<file path="src/rtl/ngram_hash_embedding_index_core_defines.svh">
// Assertion macros shared by the n-gram hash embedding index RTL.
`ifndef NGRAM_HASH_EMBEDDING_INDEX_CORE_DEFINES_SVH
`define NGRAM_HASH_EMBEDDING_INDEX_CORE_DEFINES_SVH

// Same-cycle implication, disabled during reset.
`define NHE_ASSERT_IMP(label, clk, rst, ante, cons) \
   label: assert property (@(posedge clk) disable iff (rst) (ante) |-> (cons)) \
      else $error("nhe assertion failed");

// Next-cycle implication, disabled during reset.
`define NHE_ASSERT_NXT(label, clk, rst, ante, cons) \
   label: assert property (@(posedge clk) disable iff (rst) (ante) |=> (cons)) \
      else $error("nhe assertion failed");

`endif

</file>
<file path="src/rtl/nhe_pkg.sv">
// Package with types, codes and constants of the n-gram hash embedding index.
package nhe_pkg;

   localparam int NGRAM_MAX_DEF = 5;
   localparam int HEADS_MAX_DEF = 16;
   localparam int TOKEN_W       = 31;
   localparam int WORD_W        = 64;
   localparam int HEADNUM_W     = 4;
   localparam int CNT_W         = 7;
   localparam int CSR_IDX_W     = 2;
   localparam int CSR_DATA_W    = 32;

   localparam logic [CSR_IDX_W-1:0] CSR_EOS   = 2'd0;
   localparam logic [CSR_IDX_W-1:0] CSR_ORDER = 2'd1;
   localparam logic [CSR_IDX_W-1:0] CSR_HEADS = 2'd2;

   typedef enum logic [1:0] {
      REQ_TOKEN  = 2'd0,
      REQ_MULT   = 2'd1,
      REQ_VOCAB  = 2'd2,
      REQ_OFFSET = 2'd3
   } req_code_type;

   typedef struct packed {
      req_code_type       req_type;
      logic [30:0]        token_id;
      logic [3:0]         table_index;
      logic signed [63:0] table_value;
   } req_item_type;

   typedef struct packed {
      logic [63:0] global_row;
      logic [3:0]  head_number;
      logic        last_head;
      logic        bad_metadata;
   } rsp_item_type;

   typedef struct packed {
      logic         en;
      req_code_type sel;
      logic [3:0]   index;
      logic [63:0]  data;
   } tbl_write_type;

   typedef enum logic [3:0] {
      S_IDLE,
      S_CHK_RD,
      S_CHK_EV,
      S_MUL_RD,
      S_MUL_LO,
      S_MUL_HI,
      S_MUL_ACC,
      S_HD_RD,
      S_DIV_GO,
      S_DIV_WAIT
   } state_type;

endpackage

</file>
<file path="src/rtl/nhe_tables.sv">
// Multiplier, vocab size and head offset memories with registered reads.
module nhe_tables #(
   parameter int NGRAM_MAX = nhe_pkg::NGRAM_MAX_DEF,
   parameter int HEADS_MAX = nhe_pkg::HEADS_MAX_DEF
) (
   input  logic                   clock,
   input  nhe_pkg::tbl_write_type wr,
   input  logic [$clog2(NGRAM_MAX)-1:0] mult_addr,
   input  logic [((HEADS_MAX > 1) ? $clog2(HEADS_MAX) : 1)-1:0] head_addr,
   output logic [63:0]            mult_q,
   output logic [63:0]            vocab_q,
   output logic [63:0]            offset_q
);

   localparam int MW = $clog2(NGRAM_MAX);
   localparam int HW = (HEADS_MAX > 1) ? $clog2(HEADS_MAX) : 1;

   logic [63:0] mult_mem   [NGRAM_MAX];
   logic [63:0] vocab_mem  [HEADS_MAX];
   logic [63:0] offset_mem [HEADS_MAX];

   logic [6:0] idx7;
   logic       mult_ok;
   logic       head_ok;

   assign idx7    = {3'b000, wr.index};
   assign mult_ok = idx7 < 7'(NGRAM_MAX);
   assign head_ok = idx7 < 7'(HEADS_MAX);

   always_ff @(posedge clock) begin
      if (wr.en && mult_ok && (wr.sel == nhe_pkg::REQ_MULT)) begin
         mult_mem[idx7[MW-1:0]] <= wr.data;
      end
      mult_q <= mult_mem[mult_addr];
   end

   always_ff @(posedge clock) begin
      if (wr.en && head_ok && (wr.sel == nhe_pkg::REQ_VOCAB)) begin
         vocab_mem[idx7[HW-1:0]] <= wr.data;
      end
      if (wr.en && head_ok && (wr.sel == nhe_pkg::REQ_OFFSET)) begin
         offset_mem[idx7[HW-1:0]] <= wr.data;
      end
      vocab_q  <= vocab_mem[head_addr];
      offset_q <= offset_mem[head_addr];
   end

endmodule

</file>
<file path="config.mk">
export PLATFORM = sky130hd
export DESIGN_NAME = nhe_tables
export DESIGN_NICKNAME = d
export VERILOG_FILES = /design/src/rtl/ngram_hash_embedding_index_core_defines.svh /design/src/rtl/nhe_pkg.sv /design/src/rtl/nhe_tables.sv
export SDC_FILE = /design/constraint.sdc
export NUM_CORES = 2
export LEC_CHECK = 0
export BUFFER_PORTS_ARGS = -buffer_cell sky130_fd_sc_hd__buf_2
export CORE_MARGIN = 10
export CORE_UTILIZATION = 60
export DETAILED_ROUTE_END_ITERATION = 12
export PLACE_DENSITY = 0.75
export SYNTH_ARGS = -nofsm -noshare
export SYNTH_HDL_FRONTEND = slang
export SYNTH_SLANG_ARGS = --single-unit
</file>
<file path="constraint.sdc">
create_clock -name clock -period 15 [get_ports clock]
set_clock_uncertainty 0.15 [all_clocks]
set_input_delay 4.5 -clock clock [delete_from_list [all_inputs] [get_ports clock]]
set_output_delay 4.5 -clock clock [all_outputs]
set_load 0.005 [all_outputs]
</file>
Yosys cells after proc, flatten, opt, wreduce, memory -nomap -nowiden
Memories as Yosys holds them, arrays and structs flattened. A register that Yosys moved wholly into a read port is not among the register bits.
Cells that the tools add are included.
Word-level totals
  register bits: 0
  RAM bits: 2368
  memories: 3
Memory list
  offset_mem: depth 16, width 64, read ports 1, clocked after Yosys merged registers in 1, wr ports 1, RTL line nhe_tables.sv:20  | logic [63:0] offset_mem [HEADS_MAX];
  vocab_mem: depth 16, width 64, read ports 1, clocked after Yosys merged registers in 1, wr ports 1, RTL line nhe_tables.sv:19  | logic [63:0] vocab_mem [HEADS_MAX];
  mult_mem: depth 5, width 64, read ports 1, clocked after Yosys merged registers in 1, wr ports 1, RTL line nhe_tables.sv:18  | logic [63:0] mult_mem [NGRAM_MAX];
Cells by class
  order comparisons: 2
  equality and inequality tests: 3
  mux-type cells: 6
  reductions and logical operators: 5
Operators by type and width (count)
  2-to-1 mux 1 bit: 6
  logical AND 1 bit: 5
  less-than comparator 4 x 5 -> 1 bit (second input constant): 1
  == test 2 bit (second input constant): 2
  less-than comparator 4 x 3 -> 1 bit (second input constant): 1
  == test 2 x 1 -> 1 bit (second input constant): 1

Longest topological paths before layout
  word-level depth: 5
  mapped depth: 9
  gate-level depth less buffers: 4

Worst setup path before layout
OpenSTA, ideal clock, no wires.
  path kind: input -> register
  start point: input wr[65] (netlist bit)
  end point: memory mult_mem[3][0], enable pin
  arrival time: 11.057 ns
  required time: 14.199 ns
  path slack: 3.142 ns
  stages: 3
  buffers on the path: 1
  cell sequence: clkbuf_1 > nand2_1 > nor4_1
On the way
  cells in the longest elaborated chain, start to end: 5
RTL lines
  start: declaration: RTL line nhe_tables.sv:7  | input nhe_pkg::tbl_write_type wr,
  less-than comparator 4 x 3 -> 1 bit: RTL line nhe_tables.sv:27  | assign mult_ok = idx7 < 7'(NGRAM_MAX);
  logical AND 1 bit (2 in series): RTL line nhe_tables.sv:31  | if (wr.en && mult_ok && (wr.sel == nhe_pkg::REQ_MULT)) begin
  2-to-1 mux 1 bit: RTL line nhe_tables.sv:31
  2-to-1 mux 1 bit (not written as such): RTL line nhe_tables.sv:32  | mult_mem[idx7[MW-1:0]] <= wr.data;
  end: declaration: RTL line nhe_tables.sv:18
Parallel ways exist; a longest one is shown, timed or not.

==> flow_summary_export.csv <==
group,metric,value,unit
timing,max_slew_margin,12.6,%
global_route,track_usage,26.6,%
timing,fmax,137,MHz
synthesis,ys_seq_area_share,80.5,%
cells_and_area,nFillCells,9077,
synthesis,synth_simple_gate_area_share,0.676,%
timing,setup_viol,0,
synthesis,yosys-top-cells-area,"edfxtp_1 76%, mux4_2 15%, dfxtp_1 4.1%, mux2i_1 0.80%, mux2_2 0.77%",
detailed_routing,ant_nets,0,
synthesis,synth_compound_area_share,0.875,%
cells_and_area,drive_gt1_share,32.7,%
detailed_routing,drc,0,
cells_and_area,layout_commonest_cell,"edfxtp_1",
worst_setup_path,critPathKind,"in2reg",
synthesis,yosys.area_share.adder,0,%
worst_setup_path,cp.arrival,7.84,ns
cells_and_area,fin_cells,6446,
synthesis,synth_cell_types,26,
cts,cts_buffers,234,
cts,hold_buffers,0,
synthesis,syn_avg_cell_area,24.7,µm²
timing,setup_tns,0,ns
synthesis,synth_area_leader_cell,"edfxtp_1",
min_path,min_path_type,"reg2reg",
place,pre_cts_ws,6.78,ns
floorplan,core_area,0.154,mm²
cells_and_area,syn_to_final_growth,12.6,%
global_route,grt_pass1_wl,322000,µm
cts,clock_path_buffers,3,
synthesis,muxShareOfSynthArea,16.8,%
cells_and_area,layout_common_cells,"2,368 x edfxtp_1, 631 x mux4_2, 263 x buf_2, 235 x clkbuf_16, 192 x dfxtp_1",
global_route,overflow,0,
worst_setup_path,startpoint_type,"input port",
floorplan,floorplan.initialDensity,60.4,%
synthesis,synth_area,0.0931,mm²
worst_setup_path,end_kind,"register",
timing,period_minus_slack,7.29,ns
cts,cts_resized,0,
place,dp_cells,5988,
cells_and_area,fin_nets,4259,
synthesis,ys_ff_latch,2560,
floorplan,row_count,144,
global_route,grt_pass1_vias,43900,
synthesis,syn_inst,3766,
global_route,grt_max_degree,158,
global_route,grt_antenna_before_repair,17,
floorplan,die_area,0.171,mm²
detailed_routing,wl_per_cell,34.9,µm
timing,setup_ws,7.71,ns
synthesis,synth_fp_nets,3845,
detailed_routing,dr_total_vias,43200,
place,hpwl,111000,µm
outcome,status,"finished, final reports clean",
detailed_routing,vias_per_cell,6.70,
power,total_power,14.4,mW
synthesis,synthXorXnorAreaFrac,0,%
timing,worst_slew_pin_slew,1.31,ns
job,cap_viol_max_count,0,
worst_setup_path,worst-r2r-setup-slack,13.06,ns
floorplan,io_pins,271,
synthesis,synth_top_area_share,76.4,%
cts,cts_sinks,2560,
power,power_leakage,33.4,nW
cts,cts-htree-levels,4,
cts,clk_latency,0.88,ns
worst_setup_path,crit_fanout,102,
detailed_routing,firstDrtPassIters,6,
cts,post-cts-setup-buffers,0,
timing,rsz0062_at_grt,"no",
cts,cts_tree,"done",
place,portBuffers,270,
cts,clk_pin_slew,0.06,ns
synthesis,yosysWarnings,0,
power,ir_drop,0.000128,V
floorplan,die_w,414,µm
synthesis,synth_top_family_by_area,"multiplexers",
floorplan,die_h,414,µm
timing,finalHoldViolCount,0,
worst_setup_path,cp.required,15.55,ns
detailed_routing,detail_route.wirelength,225000,µm
power,p_per_area,138,mW/mm²
place,finalWeightedCongestion,0.760,
timing,finalCritPeriodShare,48.6,%
timing,slew_viol_final,0,
cts,cts-root-buf,"clkbuf_16",
detailed_routing,drt_iter0_drc,6095,
registers in the layout, indices dropped and copies added (netlist names):
register,cells
vocab_mem,1024
mult_q,64
offset_q,64
offset_mem,1024
mult_mem,320
vocab_q,64
synthesized netlist by cell type:
cell,n
buf_4,39
nor3_1,4
a31oi_1,12
nor2_1,32
dfxtp_1,192
clkbuf_1,74
mux4_2,631
a21oi_1,35
and3_1,1
nand3_1,3
buf_1,13
o22ai_1,13
nor2b_1,36
edfxtp_1,2368
nor4_1,3
mux2_2,64
o221ai_1,26
and3b_1,1
nand2b_1,5
nand2_1,45
buf_6,17
inv_2,1
buf_2,41
nand3b_1,2
mux2i_1,74
a211oi_1,34
worst max-delay path: stages:
cell,delay (ns)
buf_8,0.59
buf_12,0.68
buf_12,0.72
mux4_2,0.62
mux4_2,0.47
per-stage QoR:
stage               util (%)  cell area [µm²]  hold slack [ns]
floorplan                  -            93100            0.298
global placement        62.9            97000            0.300
detailed placement      62.9            97000            0.308
CTS                     67.9           105000            0.321
global route            67.9           105000            0.336
finish                  67.9           105000            0.323
cells by family after synthesis:
| logic type | after synthesis |
|---|---|
| flip-flops | 2560 |
| AO/OA/AOI/OAI | 120 |
| buffers and inverters | 185 |
| AND/OR/NAND/NOR | 132 |
| multiplexers | 769 |
final timing paths:
kind                           from            to  cells past startpoint
setup / recovery       head_addr[0]   vocab_q[16]                      5
hold / removal      mult_mem[4][28]    mult_q[28]                      1
setup reg to reg  offset_mem[0][35]  offset_q[35]                      4
hold reg to reg     mult_mem[4][28]    mult_q[28]                      1
routing by layer:
metal  up-vias  GRT usage [%]  part of all wire, %
li1      16900              -                    -
met1     23100           37.1                   37
met2      2669           42.5                   50
met3       400           5.64                   10
met4         8           8.87                  3.4
met5         -              0                0.024
where the power goes:
group	leakage [nW]	internal, mW	switching [mW]
Clock	3.75	3.29	2.58
Sequential	22.9	7.89	0.0540
Combinational	6.71	0.250	0.351
Total	33.4	11.4	2.99
layout make-up:
class | count | area [µm²] | area share, %
multi-input combinational | 1021 | 17400 | 16.6
inverter | 1 | 11.3 | 0.0107
clock buffer | 346 | 6610 | 6.31
tap | 2044 | 2560 | 2.44
sequential | 2560 | 75000 | 71.5
clock inverter | 103 | 1110 | 1.06
antenna | 9 | 22.5 | 0.0215
timing repair buffer | 362 | 2140 | 2.04
Power figures use the tool's default switching activity.
