$ cat src/rtl/ngram_hash_embedding_index_core_defines.svh
// Assertion macros shared by the n-gram hash embedding index RTL.
`ifndef NGRAM_HASH_EMBEDDING_INDEX_CORE_DEFINES_SVH
`define NGRAM_HASH_EMBEDDING_INDEX_CORE_DEFINES_SVH

// Same-cycle implication, disabled during reset.
`define NHE_ASSERT_IMP(label, clk, rst, ante, cons) \
   label: assert property (@(posedge clk) disable iff (rst) (ante) |-> (cons)) \
      else $error("nhe assertion failed");

// Next-cycle implication, disabled during reset.
`define NHE_ASSERT_NXT(label, clk, rst, ante, cons) \
   label: assert property (@(posedge clk) disable iff (rst) (ante) |=> (cons)) \
      else $error("nhe assertion failed");

`endif

$ cat src/rtl/nhe_pkg.sv
// Package with types, codes and constants of the n-gram hash embedding index.
package nhe_pkg;

   localparam int NGRAM_MAX_DEF = 5;
   localparam int HEADS_MAX_DEF = 16;
   localparam int TOKEN_W       = 31;
   localparam int WORD_W        = 64;
   localparam int HEADNUM_W     = 4;
   localparam int CNT_W         = 7;
   localparam int CSR_IDX_W     = 2;
   localparam int CSR_DATA_W    = 32;

   localparam logic [CSR_IDX_W-1:0] CSR_EOS   = 2'd0;
   localparam logic [CSR_IDX_W-1:0] CSR_ORDER = 2'd1;
   localparam logic [CSR_IDX_W-1:0] CSR_HEADS = 2'd2;

   typedef enum logic [1:0] {
      REQ_TOKEN  = 2'd0,
      REQ_MULT   = 2'd1,
      REQ_VOCAB  = 2'd2,
      REQ_OFFSET = 2'd3
   } req_code_type;

   typedef struct packed {
      req_code_type       req_type;
      logic [30:0]        token_id;
      logic [3:0]         table_index;
      logic signed [63:0] table_value;
   } req_item_type;

   typedef struct packed {
      logic [63:0] global_row;
      logic [3:0]  head_number;
      logic        last_head;
      logic        bad_metadata;
   } rsp_item_type;

   typedef struct packed {
      logic         en;
      req_code_type sel;
      logic [3:0]   index;
      logic [63:0]  data;
   } tbl_write_type;

   typedef enum logic [3:0] {
      S_IDLE,
      S_CHK_RD,
      S_CHK_EV,
      S_MUL_RD,
      S_MUL_LO,
      S_MUL_HI,
      S_MUL_ACC,
      S_HD_RD,
      S_DIV_GO,
      S_DIV_WAIT
   } state_type;

endpackage

$ cat src/rtl/nhe_divider.sv
// Bit-serial restoring divider that returns the 64-bit unsigned remainder.
`include "ngram_hash_embedding_index_core_defines.svh"

module nhe_divider (
   input  logic        clock,
   input  logic        reset,
   input  logic        start,
   input  logic [63:0] dividend,
   input  logic [63:0] divisor,
   output logic        done,
   output logic [63:0] rem
);

   localparam int IW = $clog2(nhe_pkg::WORD_W);

   logic [63:0]   rem_ff, rem_in;
   logic [63:0]   quo_ff, quo_in;
   logic [63:0]   div_ff, div_in;
   logic [IW-1:0] cnt_ff, cnt_in;
   logic          run_ff, run_in;
   logic          done_ff, done_in;
   logic [63:0]   rem_sh;

   assign rem_sh = {rem_ff[62:0], quo_ff[63]};

   always_comb begin
      rem_in  = rem_ff;
      quo_in  = quo_ff;
      div_in  = div_ff;
      cnt_in  = cnt_ff;
      run_in  = run_ff;
      done_in = 1'b0;
      if (start) begin
         rem_in = '0;
         quo_in = dividend;
         div_in = divisor;
         cnt_in = '0;
         run_in = 1'b1;
      end else if (run_ff) begin
         // The remainder stays below a divisor under 2^63, so the shift cannot overflow.
         rem_in = (rem_sh >= div_ff) ? (rem_sh - div_ff) : rem_sh;
         quo_in = {quo_ff[62:0], 1'b0};
         cnt_in = cnt_ff + 1'b1;
         if (cnt_ff == IW'(nhe_pkg::WORD_W - 1)) begin
            run_in  = 1'b0;
            done_in = 1'b1;
         end
      end
   end

   always_ff @(posedge clock) begin
      if (reset) begin
         run_ff  <= 1'b0;
         done_ff <= 1'b0;
      end else begin
         run_ff  <= run_in;
         done_ff <= done_in;
      end
   end

   always_ff @(posedge clock) begin
      rem_ff <= rem_in;
      quo_ff <= quo_in;
      div_ff <= div_in;
      cnt_ff <= cnt_in;
   end

   assign done = done_ff;
   assign rem  = rem_ff;

   `NHE_ASSERT_IMP(a_div_no_restart, clock, reset, start, !run_ff)
   `NHE_ASSERT_NXT(a_div_done_pulse, clock, reset, done_ff, !done_ff && !run_ff)

endmodule

$ cat config.mk
export PLATFORM = sky130hd
export DESIGN_NAME = nhe_divider
export DESIGN_NICKNAME = d
export VERILOG_FILES = /design/src/rtl/nhe_pkg.sv /design/src/rtl/nhe_divider.sv
export VERILOG_INCLUDE_DIRS = /design/src /design/src/rtl
export SDC_FILE = /design/constraint.sdc
export NUM_CORES = 1
export LEC_CHECK = 0
export BUFFER_PORTS_ARGS = -buffer_cell sky130_fd_sc_hd__buf_2
export CAP_MARGIN = 20
export CELL_PAD_IN_SITES_DETAIL_PLACEMENT = 1
export CELL_PAD_IN_SITES_GLOBAL_PLACEMENT = 1
export CORE_MARGIN = 3
export CORE_UTILIZATION = 40
export DETAILED_ROUTE_END_ITERATION = 8
export GPL_ROUTABILITY_DRIVEN = 0
export HOLD_SLACK_MARGIN = 0.15
export PLACE_DENSITY = 0.78
export SYNTH_ARGS = -nofsm -noshare
export SYNTH_HDL_FRONTEND = slang
export SYNTH_SLANG_ARGS = --single-unit
$ cat constraint.sdc
create_clock -name clock -period 2.6 [get_ports clock]
set_input_delay 0 -clock clock [delete_from_list [all_inputs] [get_ports clock]]
set_output_delay 0 -clock clock [all_outputs]
set_load 0.02 [all_outputs]
**After elaboration in Yosys (flattened, before gate mapping)**

Cells that the tools add are included.
W data, S select, Z words.

- Bits in registers: 200
- Output and inout port bits: 65
- Word-level logic and storage cells: 20
- Bits of input ports: 131

- Muxes and demuxes: 7
- Add/sub/neg operators: 2
- Order comparisons: 1
- Bitwise logic cells: 1
- Reductions and logical operators: 2
- Equal/unequal tests: 1

Operator list:

| cell | number |
|---|---|
| $mux W64 | 3 |
| $ge A64 B64 Y1 | 1 |
| $sub A64 B64 Y64 | 1 |
| $add A6 B1 Y6 const B | 1 |
| $eq A6 B6 Y1 const B | 1 |
| $mux W1 | 4 |
| $reduce_or A3 Y1 | 1 |
| $reduce_bool A2 Y1 | 1 |
| $not A1 Y1 | 1 |

**Longest topological paths before layout**

- Word-level depth: 4
- Mapped depth: 15
- Gate-level depth less buffers: 13

**Worst setup path before layout**

No wires, ideal clock.

- Path kind: flip-flop to flip-flop
- Start: reg rem_ff[23] (netlist: rem[23])
- End: reg rem_ff[62] (netlist: rem[62])
- Cell stages (with the launch flop): 13
- Setup time: 0.069 ns
- Required time: 2.531 ns
- Arrival time: 2.888 ns
- Setup slack: -0.357 ns
- Cells stage by stage: dfxtp_1 > ha_1 > buf_2 > nand4_2 > or4_1 > a21oi_1 > a21oi_1 > o32a_2 > o2111ai_1 > o211ai_1 > o21ai_1 > mux2_1 > o21ai_1

- Longest elaborated chain between the ends: 2

RTL lines:

| element | line | text |
|---|---|---|
| start, declared | nhe_divider.sv:16 | `logic [63:0] rem_ff, rem_in;` |
| start signal, assigned | nhe_divider.sv:62 | `rem_ff <= rem_in;` |
| $sub A64 B64 Y64 / $ge A64 B64 Y1 (equally long branches) | nhe_divider.sv:41 | `rem_in = (rem_sh >= div_ff) ? (rem_sh - div_ff) : rem_sh;` |
| $mux W64 (*) | nhe_divider.sv:41 |  |

Mark *: on every way between the ends. The rest lies on a longest branch, timed or not.
A chain may end at the register's enable or synchronous reset.

**Worst setup path in the final report**

- Start: reg div_ff[25]
- End: reg rem_ff[44] (netlist: rem[44])

- Longest elaborated chain between the ends: 2

RTL lines:

| element | line | text |
|---|---|---|
| start, declared | nhe_divider.sv:18 | `logic [63:0] div_ff, div_in;` |
| start signal, assigned | nhe_divider.sv:64 | `div_ff <= div_in;` |
| $sub A64 B64 Y64 / $ge A64 B64 Y1 (equally long branches) | nhe_divider.sv:41 |  |
| $mux W64 (*) | nhe_divider.sv:41 |  |

Marks and branches as above.

==> results.yml <==
grt:
  grt_pass1_wl_mm: 76.46
  grt_pass1_vias: 13660
  global_route.overflow_total: 0
  antenna_found_initial: 2
  grt_use_total_pct: 31.11
  grt_max_degree: 77
timing:
  post-route-period-util_pct: 132.1
  final-hold-violation-count: 0
  setup_viol: 64
  relSlewSlack_pct: 46.39
  finClkSkew_ps: 20.63
  layout_min_cycle_time_ps: 3435
  tightest_slew_ps: 804.1
  rsz0062_at_grt: "yes"
  worst_slack_ps: -835.1
  maxSlewViolCount: 0
  max_freq_mhz: 291.1
logic_synthesis:
  ys_top_cells_by_count: "edfxtp_1, a21oi_1, nor2_1"
  synth-seq-area-share_pct: 44.54
  yosysTopAreaCellShare_pct: 32.39
  synth_area_leaders: "edfxtp_1, dfxtp_1, ha_1"
  ys_warn_count: 0
  synth_top_area_cell: "edfxtp_1"
  synth_most_common_cell: "edfxtp_1"
  synth-main-ff-cell: "edfxtp_1"
  synth.cell_area_sq_mm: 0.01187
  ys_types: 74
  synth-edff-count: 128
  syn_nets: 1382
  synthArstFlopShare_pct: 0
  synthCells: 1185
  synth_seq_cells: 200
  syn_area_per_cell_sq_um: 10.01
cells_and_area:
  multi_input_area_sq_mm: 0.007009
  final_nets: 1974
  fin_cells: 2175
  drive_gt1_share_pct: 44.75
  fin_util_pct: 64.91
  nFillCells: 3063
  finish.instance_area_sq_mm: 0.01878
  seqCellArea_sq_mm: 0.005321
  syn2layout_area_growth_pct: 58.29
pwr:
  powerDensity_mw_per_mm2: 557.0
  finalPower_mw: 10.46
  ir_worst_vdd_mv: 0.5177
  p_leak_nw: 8.084
setup_path:
  endpoint_kind: "register"
  critPathMaxFanout: 6
  cp-start-kind: "register"
  cp.arrival_ps: 3840
  path_class: "register to register"
  cp.required_ps: 3000
clocking:
  clk_latency_ps: 490
  cts-root-buf: "clkbuf_16"
  cts_tree: "yes"
  clock-sinks: 200
  cts_buffers: 17
  path_clk_slew_ps: 90
  clockBufferDepth: 2
  htree_num_levels: 4
routing:
  wirelength_mm: 55.46
  detail-route-antenna-nets: 0
  first_pass_iters: 6
  drc: 0
  vias: 12800
  initialDrtViolationCount: 956
  via_per_inst: 5.885
  routedWlPerCell_um: 25.50
die:
  floorplan.rows: 62
  design.die.area_sq_mm: 0.03177
  design.core.area_sq_mm: 0.02894
  initial_core_util_pct: 41.01
  die_y_um: 178.2
  die_x_um: 178.2
  num_io_pins: 196
run:
  maxCapViolCount: 0
placed_design:
  post_dp_cell_area_sq_mm: 0.01534
  place_ws_ps: -563.7
  place_inst: 1951
  portBuffers: 195
  dp_hpwl_mm: 28.78
status:
  failed_checks: "setup timing"
  status: "complete, but fails checks"
worst_hold_path:
  worstHoldPathType: "primary input to register"
placed cells by master (no fill, tap or decap), types with 12 or more instances in the layout:
| master | synthesis | routed |
|---|---|---|
| buf_4 | 4 | 275 |
| buf_2 | 19 | 194 |
| dlygate4sd3_1 | 0 | 140 |
| edfxtp_1 | 128 | 128 |
| nor2_1 | 88 | 83 |
| inv_1 | 84 | 74 |
| a21oi_1 | 94 | 68 |
| mux2_2 | 65 | 65 |
| nand2_1 | 74 | 59 |
| dfxtp_1 | 72 | 49 |
| o21ai_0 | 70 | 37 |
| ha_1 | 65 | 34 |
| nand4_1 | 33 | 33 |
| xnor2_1 | 34 | 30 |
| a21o_1 | 30 | 30 |
| o21ai_1 | 5 | 30 |
| a211oi_1 | 42 | 30 |
| ha_4 | 0 | 28 |
| xor2_1 | 28 | 25 |
| a21oi_2 | 2 | 24 |
| mux2i_1 | 36 | 22 |
| dfxtp_2 | 0 | 20 |
| clkbuf_16 | 0 | 17 |
| buf_6 | 0 | 16 |
| o21bai_1 | 13 | 12 |
| a211oi_2 | 1 | 12 |
| buf_12 | 0 | 12 |
area by class of cell:
cell class              count  area share (%)
diodes                      1         0.01332
clock buffers              18           2.285
clock inverters            14          0.9526
inverters                  85           1.712
multi-input cells         828           37.32
flip-flops and latches    200           28.33
well taps                 384           2.558
repair buffers            645           26.83
kinds of logic after synthesis:
kind of cell	share of synthesized area [%]
adders and majority gates	7.022
muxes	9.426
AOI/OAI and AO/OA	18.85
and+or+nand+nor	10.29
DFF	44.54
buffers and inverters	5.293
xor gates and xnor gates	4.576
flip-flops by register name (all words and copies together), names as in the netlist:
signal,flops
done,1
div_ff,64
quo_ff,64
rem,64
cnt_ff,6
run_ff,1
per-stage QoR:
| stage | hold WS [ps] | setup TNS [ps] |
|---|---|---|
| floorplan | 72.38 | -3485 |
| global placement | 175.6 | -16360 |
| detailed placement | 173.5 | -20310 |
| CTS | 223.1 | -19240 |
| global route | 218.0 | -41370 |
| finish | 228.0 | -35770 |
report_power, final:
group | internal (mW) | switching, mW
clock | 1.39 | 1.48
sequential | 3.68 | 0.154
combinational | 1.75 | 2.01
total | 6.82 | 3.64
path summary, 6_finish.rpt:
kind / from / endpoint / slack, ps / depth (start not counted)
max: div_ff[25]$_DFFE_PP_ / rem[44]$_SDFFE_PP0P_ / -840 / 16
max reg2reg: div_ff[25]$_DFFE_PP_ / rem[44]$_SDFFE_PP0P_ / -840 / 16
min: divisor[59] / div_ff[59]$_DFFE_PP_ / 230 / 2
min reg2reg: rem[37]$_SDFFE_PP0P_ / rem[37]$_SDFFE_PP0P_ / 550 / 2
worst max-delay path, stage by stage, from the launching register on:
cell	delay [ps]
edfxtp_1	390
inv_2	110
ha_4	240
a21o_1	220
a21oi_2	150
o211ai_1	130
a21boi_1	270
buf_4	180
o21ai_1	70
a31oi_1	190
o211ai_1	190
buf_4	200
buf_8	140
buf_8	150
o21ai_0	430
a21oi_2	80
a211oi_2	210
metal layers:
metal | part of all wire, % | vias to the layer above | track usage [%]
li1 | - | 5516 | -
met1 | 37 | 6305 | 35.41
met2 | 50 | 720 | 55.73
met3 | 7.3 | 256 | 7.173
met4 | 5.4 | 2 | 13.25
met5 | 0.013 | - | 0
what timing repair did:
| action | 4_1_cts | 5_1_grt |
|---|---|---|
| endpoints found under the setup margin | 64 | 64 |
| cloned | 6 | 0 |
| hold endpoints to repair | 152 | 0 |
| hold buffers | 140 | 0 |
| setup buffers | 26 | 24 |
| resized for setup | 134 | 95 |
| pin swaps | 77 | 60 |
No activity file was read; power rests on OpenSTA's default activity.
